**src/rtl/frame_group_timestamp_aligner_defines.svh**
```systemverilog
// Assertion macros for the frame group timestamp aligner RTL.
// Expects the asserting module to have a clock named clk and a reset named rst.
`ifndef FRAME_GROUP_TIMESTAMP_ALIGNER_DEFINES_SVH
`define FRAME_GROUP_TIMESTAMP_ALIGNER_DEFINES_SVH

// Same-cycle implication, checked outside of reset.
`define FGTA_ASSERT_SAME(lbl, ante, cons, msg) \
  lbl: assert property (@(posedge clk) disable iff (rst) (ante) |-> (cons)) \
    else $error(msg);

// Next-cycle implication, checked outside of reset.
`define FGTA_ASSERT_NEXT(lbl, ante, cons, msg) \
  lbl: assert property (@(posedge clk) disable iff (rst) (ante) |=> (cons)) \
    else $error(msg);

`endif

```
**src/rtl/fgta_pkg.sv**
```systemverilog
// Shared types and constants for the frame group timestamp aligner.
// No dependencies; imported by every module of the block.
`default_nettype none

package fgta_pkg;

  // Number of source slots and derived index width.
  localparam int SLOT_COUNT   = 4;
  localparam int SLOT_IDX_W   = (SLOT_COUNT > 2) ? $clog2(SLOT_COUNT) : 1;
  // Fixed field widths of the stream payloads.
  localparam int SLOT_FIELD_W = 2;
  localparam int TIME_W       = 64;
  localparam int CAMERA_W     = 8;
  localparam int HANDLE_W     = 8;
  localparam int STATUS_W     = 2;
  localparam int OUT_HANDLES  = 4;
  // Slots whose handles appear in a result.
  localparam int HANDLE_COUNT = (SLOT_COUNT < OUT_HANDLES) ? SLOT_COUNT : OUT_HANDLES;
  // Packed stream widths, rounded up to whole bytes.
  localparam int IN_BITS      = SLOT_FIELD_W + TIME_W + CAMERA_W + HANDLE_W;
  localparam int IN_DATA_W    = ((IN_BITS + 7) / 8) * 8;
  localparam int OUT_BITS     = STATUS_W + 3 * TIME_W + OUT_HANDLES * HANDLE_W + SLOT_FIELD_W;
  localparam int OUT_DATA_W   = ((OUT_BITS + 7) / 8) * 8;
  // Reset value of the spread limit.
  localparam logic [TIME_W-1:0] SPREAD_RESET = TIME_W'(64'd10000000);

  // Result status codes.
  typedef enum logic [STATUS_W-1:0] {
    ST_WAIT  = 2'd0,
    ST_GROUP = 2'd1,
    ST_DROP  = 2'd2,
    ST_DUP   = 2'd3
  } status_t;

  // One arriving frame.
  typedef struct packed {
    logic [HANDLE_W-1:0]     frame_handle;
    logic [CAMERA_W-1:0]     source_camera;
    logic [TIME_W-1:0]       frame_timestamp;
    logic [SLOT_FIELD_W-1:0] slot_index;
  } item_t;

  // One result.
  typedef struct packed {
    logic [SLOT_FIELD_W-1:0]                dropped_slot;
    logic [OUT_HANDLES-1:0][HANDLE_W-1:0]   handles;
    logic [TIME_W-1:0]                      latest_time;
    logic [TIME_W-1:0]                      earliest_time;
    logic [TIME_W-1:0]                      group_number;
    status_t                                status;
  } result_t;

endpackage

`default_nettype wire

```
**src/rtl/frame_group_timestamp_aligner.sv**
```systemverilog
// Top level of the frame group timestamp aligner: input register and handshake.
// Depends on fgta_pkg, fgta_slot_core and fgta_out_stage.
//
// Frames arrive one per transaction and fill one of four source slots; each
// arrival yields exactly one result (waiting, group emitted, oldest slot
// dropped, or duplicate cameras with all slots dropped). The block takes one
// transaction per clock cycle while the result register is free or being
// drained; each frame passes the input register, then the result register.
// The rate is set by the combinational evaluation in the slot core (merge of
// the new frame, four-way minimum and maximum, spread compare and the camera
// id compares), which updates the slot state with each evaluated frame. The
// user must write the spread limit through cfg_we and cfg_wdata only while
// no frame is in flight; the block itself does not enforce this.
`default_nettype none

module frame_group_timestamp_aligner (
  input  wire logic                            clk,
  input  wire logic                            rst,
  input  wire logic                            cfg_we,
  input  wire logic [fgta_pkg::TIME_W-1:0]     cfg_wdata,   // max_spread_ns
  input  wire logic                            s_tvalid,
  output logic                                 s_tready,
  // slot_index[1:0], frame_timestamp[65:2], source_camera[73:66],
  // frame_handle[81:74], zero padding above
  input  wire logic [fgta_pkg::IN_DATA_W-1:0]  s_tdata,
  output logic                                 m_tvalid,
  input  wire logic                            m_tready,
  // status[1:0], group_number[65:2], earliest_time[129:66],
  // latest_time[193:130], handle_zero[201:194], handle_one[209:202],
  // handle_two[217:210], handle_three[225:218], dropped_slot[227:226], zero padding
  output logic [fgta_pkg::OUT_DATA_W-1:0]      m_tdata
);
  import fgta_pkg::*;

  logic    in_valid;
  item_t   in_item;
  logic    advance;
  result_t result;

  // The pipeline moves whenever the result register is free or being drained.
  assign advance  = !m_tvalid || m_tready;
  assign s_tready = !in_valid || advance;

  // Input register valid flag.
  always_ff @(posedge clk) begin
    if (rst) begin
      in_valid <= 1'b0;
    end else if (s_tready) begin
      in_valid <= s_tvalid;
    end
  end

  // Input register payload.
  always_ff @(posedge clk) begin
    if (s_tready && s_tvalid) begin
      in_item <= s_tdata[IN_BITS-1:0];
    end
  end

  fgta_slot_core u_core (
    .clk       (clk),
    .rst       (rst),
    .eval_en   (in_valid && advance),
    .item      (in_item),
    .cfg_we    (cfg_we),
    .cfg_wdata (cfg_wdata),
    .result    (result)
  );

  fgta_out_stage u_out (
    .clk        (clk),
    .rst        (rst),
    .load       (advance),
    .load_valid (in_valid),
    .result     (result),
    .m_tvalid   (m_tvalid),
    .m_tdata    (m_tdata)
  );

endmodule

`default_nettype wire

```
**src/rtl/fgta_slot_core.sv**
```systemverilog
// Slot storage, group counter, spread limit and the combinational evaluation.
// Depends on fgta_pkg and frame_group_timestamp_aligner_defines.svh.
`default_nettype none
`include "frame_group_timestamp_aligner_defines.svh"

module fgta_slot_core (
  input  wire logic                          clk,
  input  wire logic                          rst,
  input  wire logic                          eval_en,
  input  wire fgta_pkg::item_t               item,
  input  wire logic                          cfg_we,
  input  wire logic [fgta_pkg::TIME_W-1:0]   cfg_wdata,
  output fgta_pkg::result_t                  result
);
  import fgta_pkg::*;

  logic [SLOT_COUNT-1:0]               slot_full;
  logic [SLOT_COUNT-1:0]               slot_full_next;
  logic [SLOT_COUNT-1:0][TIME_W-1:0]   slot_time;
  logic [SLOT_COUNT-1:0][CAMERA_W-1:0] slot_camera;
  logic [SLOT_COUNT-1:0][HANDLE_W-1:0] slot_handle;
  logic [TIME_W-1:0]                   group_counter;
  logic [TIME_W-1:0]                   max_spread_ns;

  logic                                in_range;
  logic [SLOT_COUNT-1:0]               hit;
  logic [SLOT_COUNT-1:0]               full_view;
  logic [SLOT_COUNT-1:0][TIME_W-1:0]   time_view;
  logic [SLOT_COUNT-1:0][CAMERA_W-1:0] camera_view;
  logic [SLOT_COUNT-1:0][HANDLE_W-1:0] handle_view;
  logic                                evaluate;
  logic                                dup;
  logic                                spread_ok;
  logic [TIME_W-1:0]                   lo;
  logic [TIME_W-1:0]                   hi;
  logic [SLOT_IDX_W-1:0]               oldest;

  // Slot contents as they stand once the arriving frame is written.
  always_comb begin
    in_range = int'(item.slot_index) < SLOT_COUNT;
    for (int i = 0; i < SLOT_COUNT; i++) begin
      hit[i]         = in_range && (int'(item.slot_index) == i);
      full_view[i]   = slot_full[i] | hit[i];
      time_view[i]   = hit[i] ? item.frame_timestamp : slot_time[i];
      camera_view[i] = hit[i] ? item.source_camera : slot_camera[i];
      handle_view[i] = hit[i] ? item.frame_handle : slot_handle[i];
    end
  end

  // Extremes, oldest slot (lowest index on ties) and duplicate camera check.
  always_comb begin
    lo     = time_view[0];
    hi     = time_view[0];
    oldest = '0;
    dup    = 1'b0;
    for (int i = 1; i < SLOT_COUNT; i++) begin
      if (time_view[i] < lo) begin
        lo     = time_view[i];
        oldest = SLOT_IDX_W'(i);
      end
      if (time_view[i] > hi) begin
        hi = time_view[i];
      end
    end
    for (int i = 0; i < SLOT_COUNT; i++) begin
      for (int j = i + 1; j < SLOT_COUNT; j++) begin
        if (camera_view[i] == camera_view[j]) begin
          dup = 1'b1;
        end
      end
    end
    spread_ok = (hi - lo) <= max_spread_ns;
    evaluate  = in_range && (max_spread_ns != '0) && (&full_view);
  end

  // Result and the next occupancy of the slots.
  always_comb begin
    result         = '0;
    result.status  = ST_WAIT;
    slot_full_next = slot_full;
    if (in_range) begin
      slot_full_next = full_view;
    end
    if (evaluate) begin
      result.earliest_time = lo;
      result.latest_time   = hi;
      if (dup) begin
        result.status  = ST_DUP;
        slot_full_next = '0;
      end else if (spread_ok) begin
        result.status       = ST_GROUP;
        result.group_number = group_counter + TIME_W'(1);
        for (int i = 0; i < HANDLE_COUNT; i++) begin
          result.handles[i] = handle_view[i];
        end
        slot_full_next = '0;
      end else begin
        result.status          = ST_DROP;
        result.dropped_slot    = SLOT_FIELD_W'(oldest);
        slot_full_next[oldest] = 1'b0;
      end
    end
  end

  // Control state: occupancy, group counter and spread limit.
  always_ff @(posedge clk) begin
    if (rst) begin
      slot_full     <= '0;
      group_counter <= '0;
      max_spread_ns <= SPREAD_RESET;
    end else begin
      if (eval_en) begin
        slot_full <= slot_full_next;
        if (result.status == ST_GROUP) begin
          group_counter <= result.group_number;
        end
      end
      if (cfg_we) begin
        max_spread_ns <= cfg_wdata;
      end
    end
  end

  // Slot payload, written by the arriving frame only.
  always_ff @(posedge clk) begin
    if (eval_en) begin
      for (int i = 0; i < SLOT_COUNT; i++) begin
        if (hit[i]) begin
          slot_time[i]   <= item.frame_timestamp;
          slot_camera[i] <= item.source_camera;
          slot_handle[i] <= item.frame_handle;
        end
      end
    end
  end

  `FGTA_ASSERT_NEXT(a_clear_after_set, eval_en && (result.status == ST_GROUP || result.status == ST_DUP), slot_full == '0, "slots not cleared after group or duplicate")
  `FGTA_ASSERT_NEXT(a_drop_one, eval_en && result.status == ST_DROP, $countones(slot_full) == SLOT_COUNT - 1, "oldest drop did not leave all but one slot full")
  `FGTA_ASSERT_NEXT(a_wait_keeps, eval_en && result.status == ST_WAIT && in_range, slot_full[$past(item.slot_index)], "arriving slot not marked full")
  `FGTA_ASSERT_SAME(a_group_spread, eval_en && result.status == ST_GROUP, (result.latest_time - result.earliest_time) <= max_spread_ns, "group spread above limit")

endmodule

`default_nettype wire

```
**src/rtl/fgta_out_stage.sv**
```systemverilog
// Result register of the aligner: holds one result until the sink takes it.
// Depends on fgta_pkg for the result layout.
`default_nettype none

module fgta_out_stage (
  input  wire logic                              clk,
  input  wire logic                              rst,
  input  wire logic                              load,
  input  wire logic                              load_valid,
  input  wire fgta_pkg::result_t                 result,
  output logic                                   m_tvalid,
  output logic [fgta_pkg::OUT_DATA_W-1:0]        m_tdata
);
  import fgta_pkg::*;

  result_t held;

  // Valid flag follows the pipeline advance.
  always_ff @(posedge clk) begin
    if (rst) begin
      m_tvalid <= 1'b0;
    end else if (load) begin
      m_tvalid <= load_valid;
    end
  end

  // Payload is captured only with a new transaction.
  always_ff @(posedge clk) begin
    if (load && load_valid) begin
      held <= result;
    end
  end

  // Pack the fields from status upward and pad to whole bytes.
  assign m_tdata = OUT_DATA_W'(held);

endmodule

`default_nettype wire

```
**config.mk**
```make
export PLATFORM = sky130hd
export DESIGN_NAME = frame_group_timestamp_aligner
export DESIGN_NICKNAME = d
export VERILOG_FILES = /design/src/rtl/fgta_pkg.sv /design/src/rtl/frame_group_timestamp_aligner.sv /design/src/rtl/fgta_slot_core.sv /design/src/rtl/fgta_out_stage.sv
export VERILOG_INCLUDE_DIRS = /design/src /design/src/rtl
export SDC_FILE = /design/constraint.sdc
export NUM_CORES = 2
export LEC_CHECK = 0
export BUFFER_PORTS_ARGS = -buffer_cell sky130_fd_sc_hd__buf_2
export CAP_MARGIN = 20
export CORE_MARGIN = 2
export CORE_UTILIZATION = 45
export DETAILED_ROUTE_END_ITERATION = 10
export GPL_ROUTABILITY_DRIVEN = 0
export SYNTH_ARGS = -nofsm -noshare
export SYNTH_HDL_FRONTEND = slang
export SYNTH_SLANG_ARGS = --single-unit
```
**constraint.sdc**
```tcl
create_clock -name clk -period 28.9 [get_ports clk]
set_input_delay 4.335 -clock clk [delete_from_list [all_inputs] [get_ports clk]]
set_output_delay 4.335 -clock clk [all_outputs]
set_load 0.02 [all_outputs]
```
==> reports/qor.txt <==
GRT Overall Usage: 25.2%
Synth cell types: 86
Routed vias: 36658
Port Buffer Count: 380
Hold WC Path Type: reg -> reg
Compound-Gate Fraction of Synth Area: 10.6%
H-tree depth: 3
Post-synth EDFFs: 630
Register bit total from synthesis: 764
# DRC: 0
First-pass GRT wire length: 214000 um
Die ar.: 0.110 mm2
Crit-path max cell delay: 860 ps
Clock Tree Root: clkbuf_16
Area grow syn2layout: 13.5%
Power density over the cells: 82.9 mW/mm2
Rel. slew slack: 17.7%
Setup repair bufs after CTS: 0
Cell Rows: 120
Period utilisation layout: 81.1%
DP Worst Slack: 5660 ps
Most common flop cell mapped by yosys: edfxtp_1
Final hold violations: 0
CTS clk-pin slew, worst paths: 60 ps
Ys Warns: 0
Setup TNS: 0 ps
Setup CP Type: reg -> reg
Layout cell share with drive strength beyond 1: 13.4%
Post-synth ARST share: 0%
Critical path's most frequent cell: buf_4
Unrepaired setup endpoints after global routing: false
Mux share of post-synthesis cell area: 11.6%
Syn avg cell area: 10.2 um2
CP Launch Type: register
Buf/Inv on CP: 10
Total gr overflow: 0
Final WL: 142000 um
Slowest stage cell, crit path: edfxtp_1
Post-Synth Simple-Gate Area: 13.1%
Final Critical Period: 23430 ps
Crit path max fanout: 75
Clk buf depth: 3
Max VDD drop: 0.0000617 V
Actual slew at the worst max-slew pin: 1230 ps
Core Region: 0.107 mm2
Largest family of logic cells by synthesized area: simple AND/OR/NAND/NOR gates
Clk sinks: 764
Crit path max-delay family: simple AND/OR/NAND/NOR gates
CTS tree: done
WP data required: 29270 ps
Adder-Cell Fraction of Synth Area: 11.6%
Critical Path AT: 23800 ps
Placed cell count: 6382
Sequential area share after synthesis: 44.8%
Final Cell Area: 0.0547 mm2
Hold buffer count at CTS: 0
Outcome: completed
Cts repair resizes: 0
Vias per cell: 5.59
Io pins: 391
Worst setup margin: 5470 ps
Initial Utilization: 45.2%
Mapped cell area: 0.0482 mm2
TritonRoute pass-1 iters: 7
Area after DPL: 0.0516 mm2
Routed len/inst: 21.6 um
Max-slew violations: 0
Worst-Skew Late Latency: 680 ps
Leakage power: 0.0244 uW
Syn Inst Count: 4746
Antenna Violating Nets Remaining: 0
Post-DP HPWL: 105000 um
CTS Buf Count: 92
Detailed Route Iter0 Violations: 3010
Max-Cap Viols: 0
Layout net count: 5674
Max Clk Rate: 42.7 MHz
Worst setup EP type: register
Pin count of the biggest net entering global routing: 167
Final Util: 51.3%
DIE HEIGHT: 331 um
Vias in the first global route: 35657
# setup viols final: 0
Xor-xnor portion of the synthesized cell area: 3.19%
Clock Skew: 28.1 ps
Die W: 331 um
Final cell count without fillers: 6556
Initial antenna violation count: 10
==> registers in the layout, indices dropped and copies added, names as in the netlist <==
| register | cells |
|---|---|
| u_core.slot_time | 256 |
| in_valid | 1 |
| u_core.slot_handle | 32 |
| u_core.slot_camera | 32 |
| u_out.m_tvalid | 1 |
| u_out.m_tdata | 228 |
| u_core.group_counter | 64 |
| u_core.slot_full | 4 |
| u_core.max_spread_ns | 64 |
| in_item | 82 |
==> worst min-delay path: stages, from the launching register on <==
cell and delay (ps):
dfxtp_1 320, o21ai_0 70, a21oi_1 60
==> report_power, final <==
part           switching, uW  internal (uW)
clock                    485            723
sequential              28.3           1250
combinational           1220            835
==> Yosys cell counts, types with 18 or more instances <==
| cell | n | share of area, % |
|---|---|---|
| a211oi_1 | 28 | 0.44 |
| a21o_1 | 136 | 2.1 |
| a21oi_1 | 359 | 3.7 |
| and3_1 | 18 | 0.23 |
| buf_1 | 21 | 0.16 |
| clkbuf_1 | 140 | 1.1 |
| dfxtp_1 | 134 | 5.6 |
| edfxtp_1 | 630 | 39 |
| ha_1 | 442 | 11 |
| inv_1 | 448 | 3.5 |
| mux2_2 | 77 | 1.8 |
| mux2i_1 | 467 | 9.7 |
| nand2_1 | 401 | 3.1 |
| nand2b_1 | 21 | 0.27 |
| nand3_1 | 89 | 0.92 |
| nand4_1 | 107 | 1.4 |
| nor2_1 | 415 | 3.2 |
| nor2b_1 | 113 | 1.5 |
| nor3_1 | 29 | 0.30 |
| nor4_1 | 36 | 0.47 |
| o211ai_1 | 25 | 0.39 |
| o21a_1 | 27 | 0.42 |
| o21ai_0 | 139 | 1.4 |
| or3_1 | 53 | 0.69 |
| xnor2_1 | 114 | 2.1 |
| xor2_1 | 59 | 1.1 |
==> placed cells by master (no fill, tap or decap), types with 20 or more instances in the layout <==
| cell type | count |
|---|---|
| inv_1 | 447 |
| o21ai_0 | 138 |
| or3_1 | 53 |
| nor2b_1 | 112 |
| nor4_1 | 34 |
| nor3_1 | 29 |
| edfxtp_1 | 630 |
| mux2_2 | 77 |
| nand4_1 | 107 |
| xor2_1 | 59 |
| ha_1 | 442 |
| nand2_1 | 398 |
| dfxtp_1 | 134 |
| nor2_1 | 413 |
| o211ai_1 | 25 |
| a211oi_1 | 28 |
| o21a_1 | 27 |
| xnor2_1 | 114 |
| clkbuf_16 | 95 |
| a21o_1 | 136 |
| mux2i_1 | 467 |
| nand3_1 | 89 |
| buf_2 | 378 |
| buf_4 | 37 |
| nand2b_1 | 20 |
| a21oi_1 | 359 |
==> per-stage QoR <==
stage / power [uW] / hold WS, ps
final: 4540 / 498
after global routing: 4830 / 535
after CTS: 4550 / 497
after detailed placement: 3320 / 488
after global placement: 3290 / 478
after floorplan: 2790 / 470
==> final timing paths <==
| path | from | endpoint | slack (ps) | cells past startpoint |
|---|---|---|---|---|
| worst max register to register | in_item[0] | u_out.m_tdata[55] | 5470 | 60 |
| worst min-delay path | u_core.group_counter[63] | u_core.group_counter[63] | 500 | 2 |
| worst max-delay path | in_item[0] | u_out.m_tdata[55] | 5470 | 60 |
| worst min register to register | u_core.group_counter[63] | u_core.group_counter[63] | 500 | 2 |
==> kinds of logic (layout without fill, tap and decap cells) <==
kind of cell             after synthesis  in the layout
adder cells (fa/ha/maj)              445            445
AND/OR/NAND/NOR                     1347           1347
XOR/XNOR                             174            174
AO/OA/AOI/OAI                        833            833
buffers and inverters                636           1037
flip-flops                           764            764
multiplexers                         546            546
other                                  1              7
==> final cells by class <==
cell class / instances / area [um2]
clock buffer: 117 / 2510
sequential: 764 / 21600
clock inverter: 53 / 611
multi-input combinational: 3349 / 24300
fill: 9766 / 51900
tap: 1403 / 1760
inverter: 448 / 1690
antenna: 3 / 7.51
timing repair buffer: 419 / 2230
==> routing by layer <==
layer / track usage, % / part of all wire, % / vias up
li1: - / - / 17732
met1: 35.8 / 46 / 17587
met2: 39.1 / 44 / 1139
met3: 4.50 / 7.1 / 190
met4: 7.57 / 2.7 / 10
met5: 0 / 0.038 / -
Note: power is estimated with default switching activity, not from simulation.
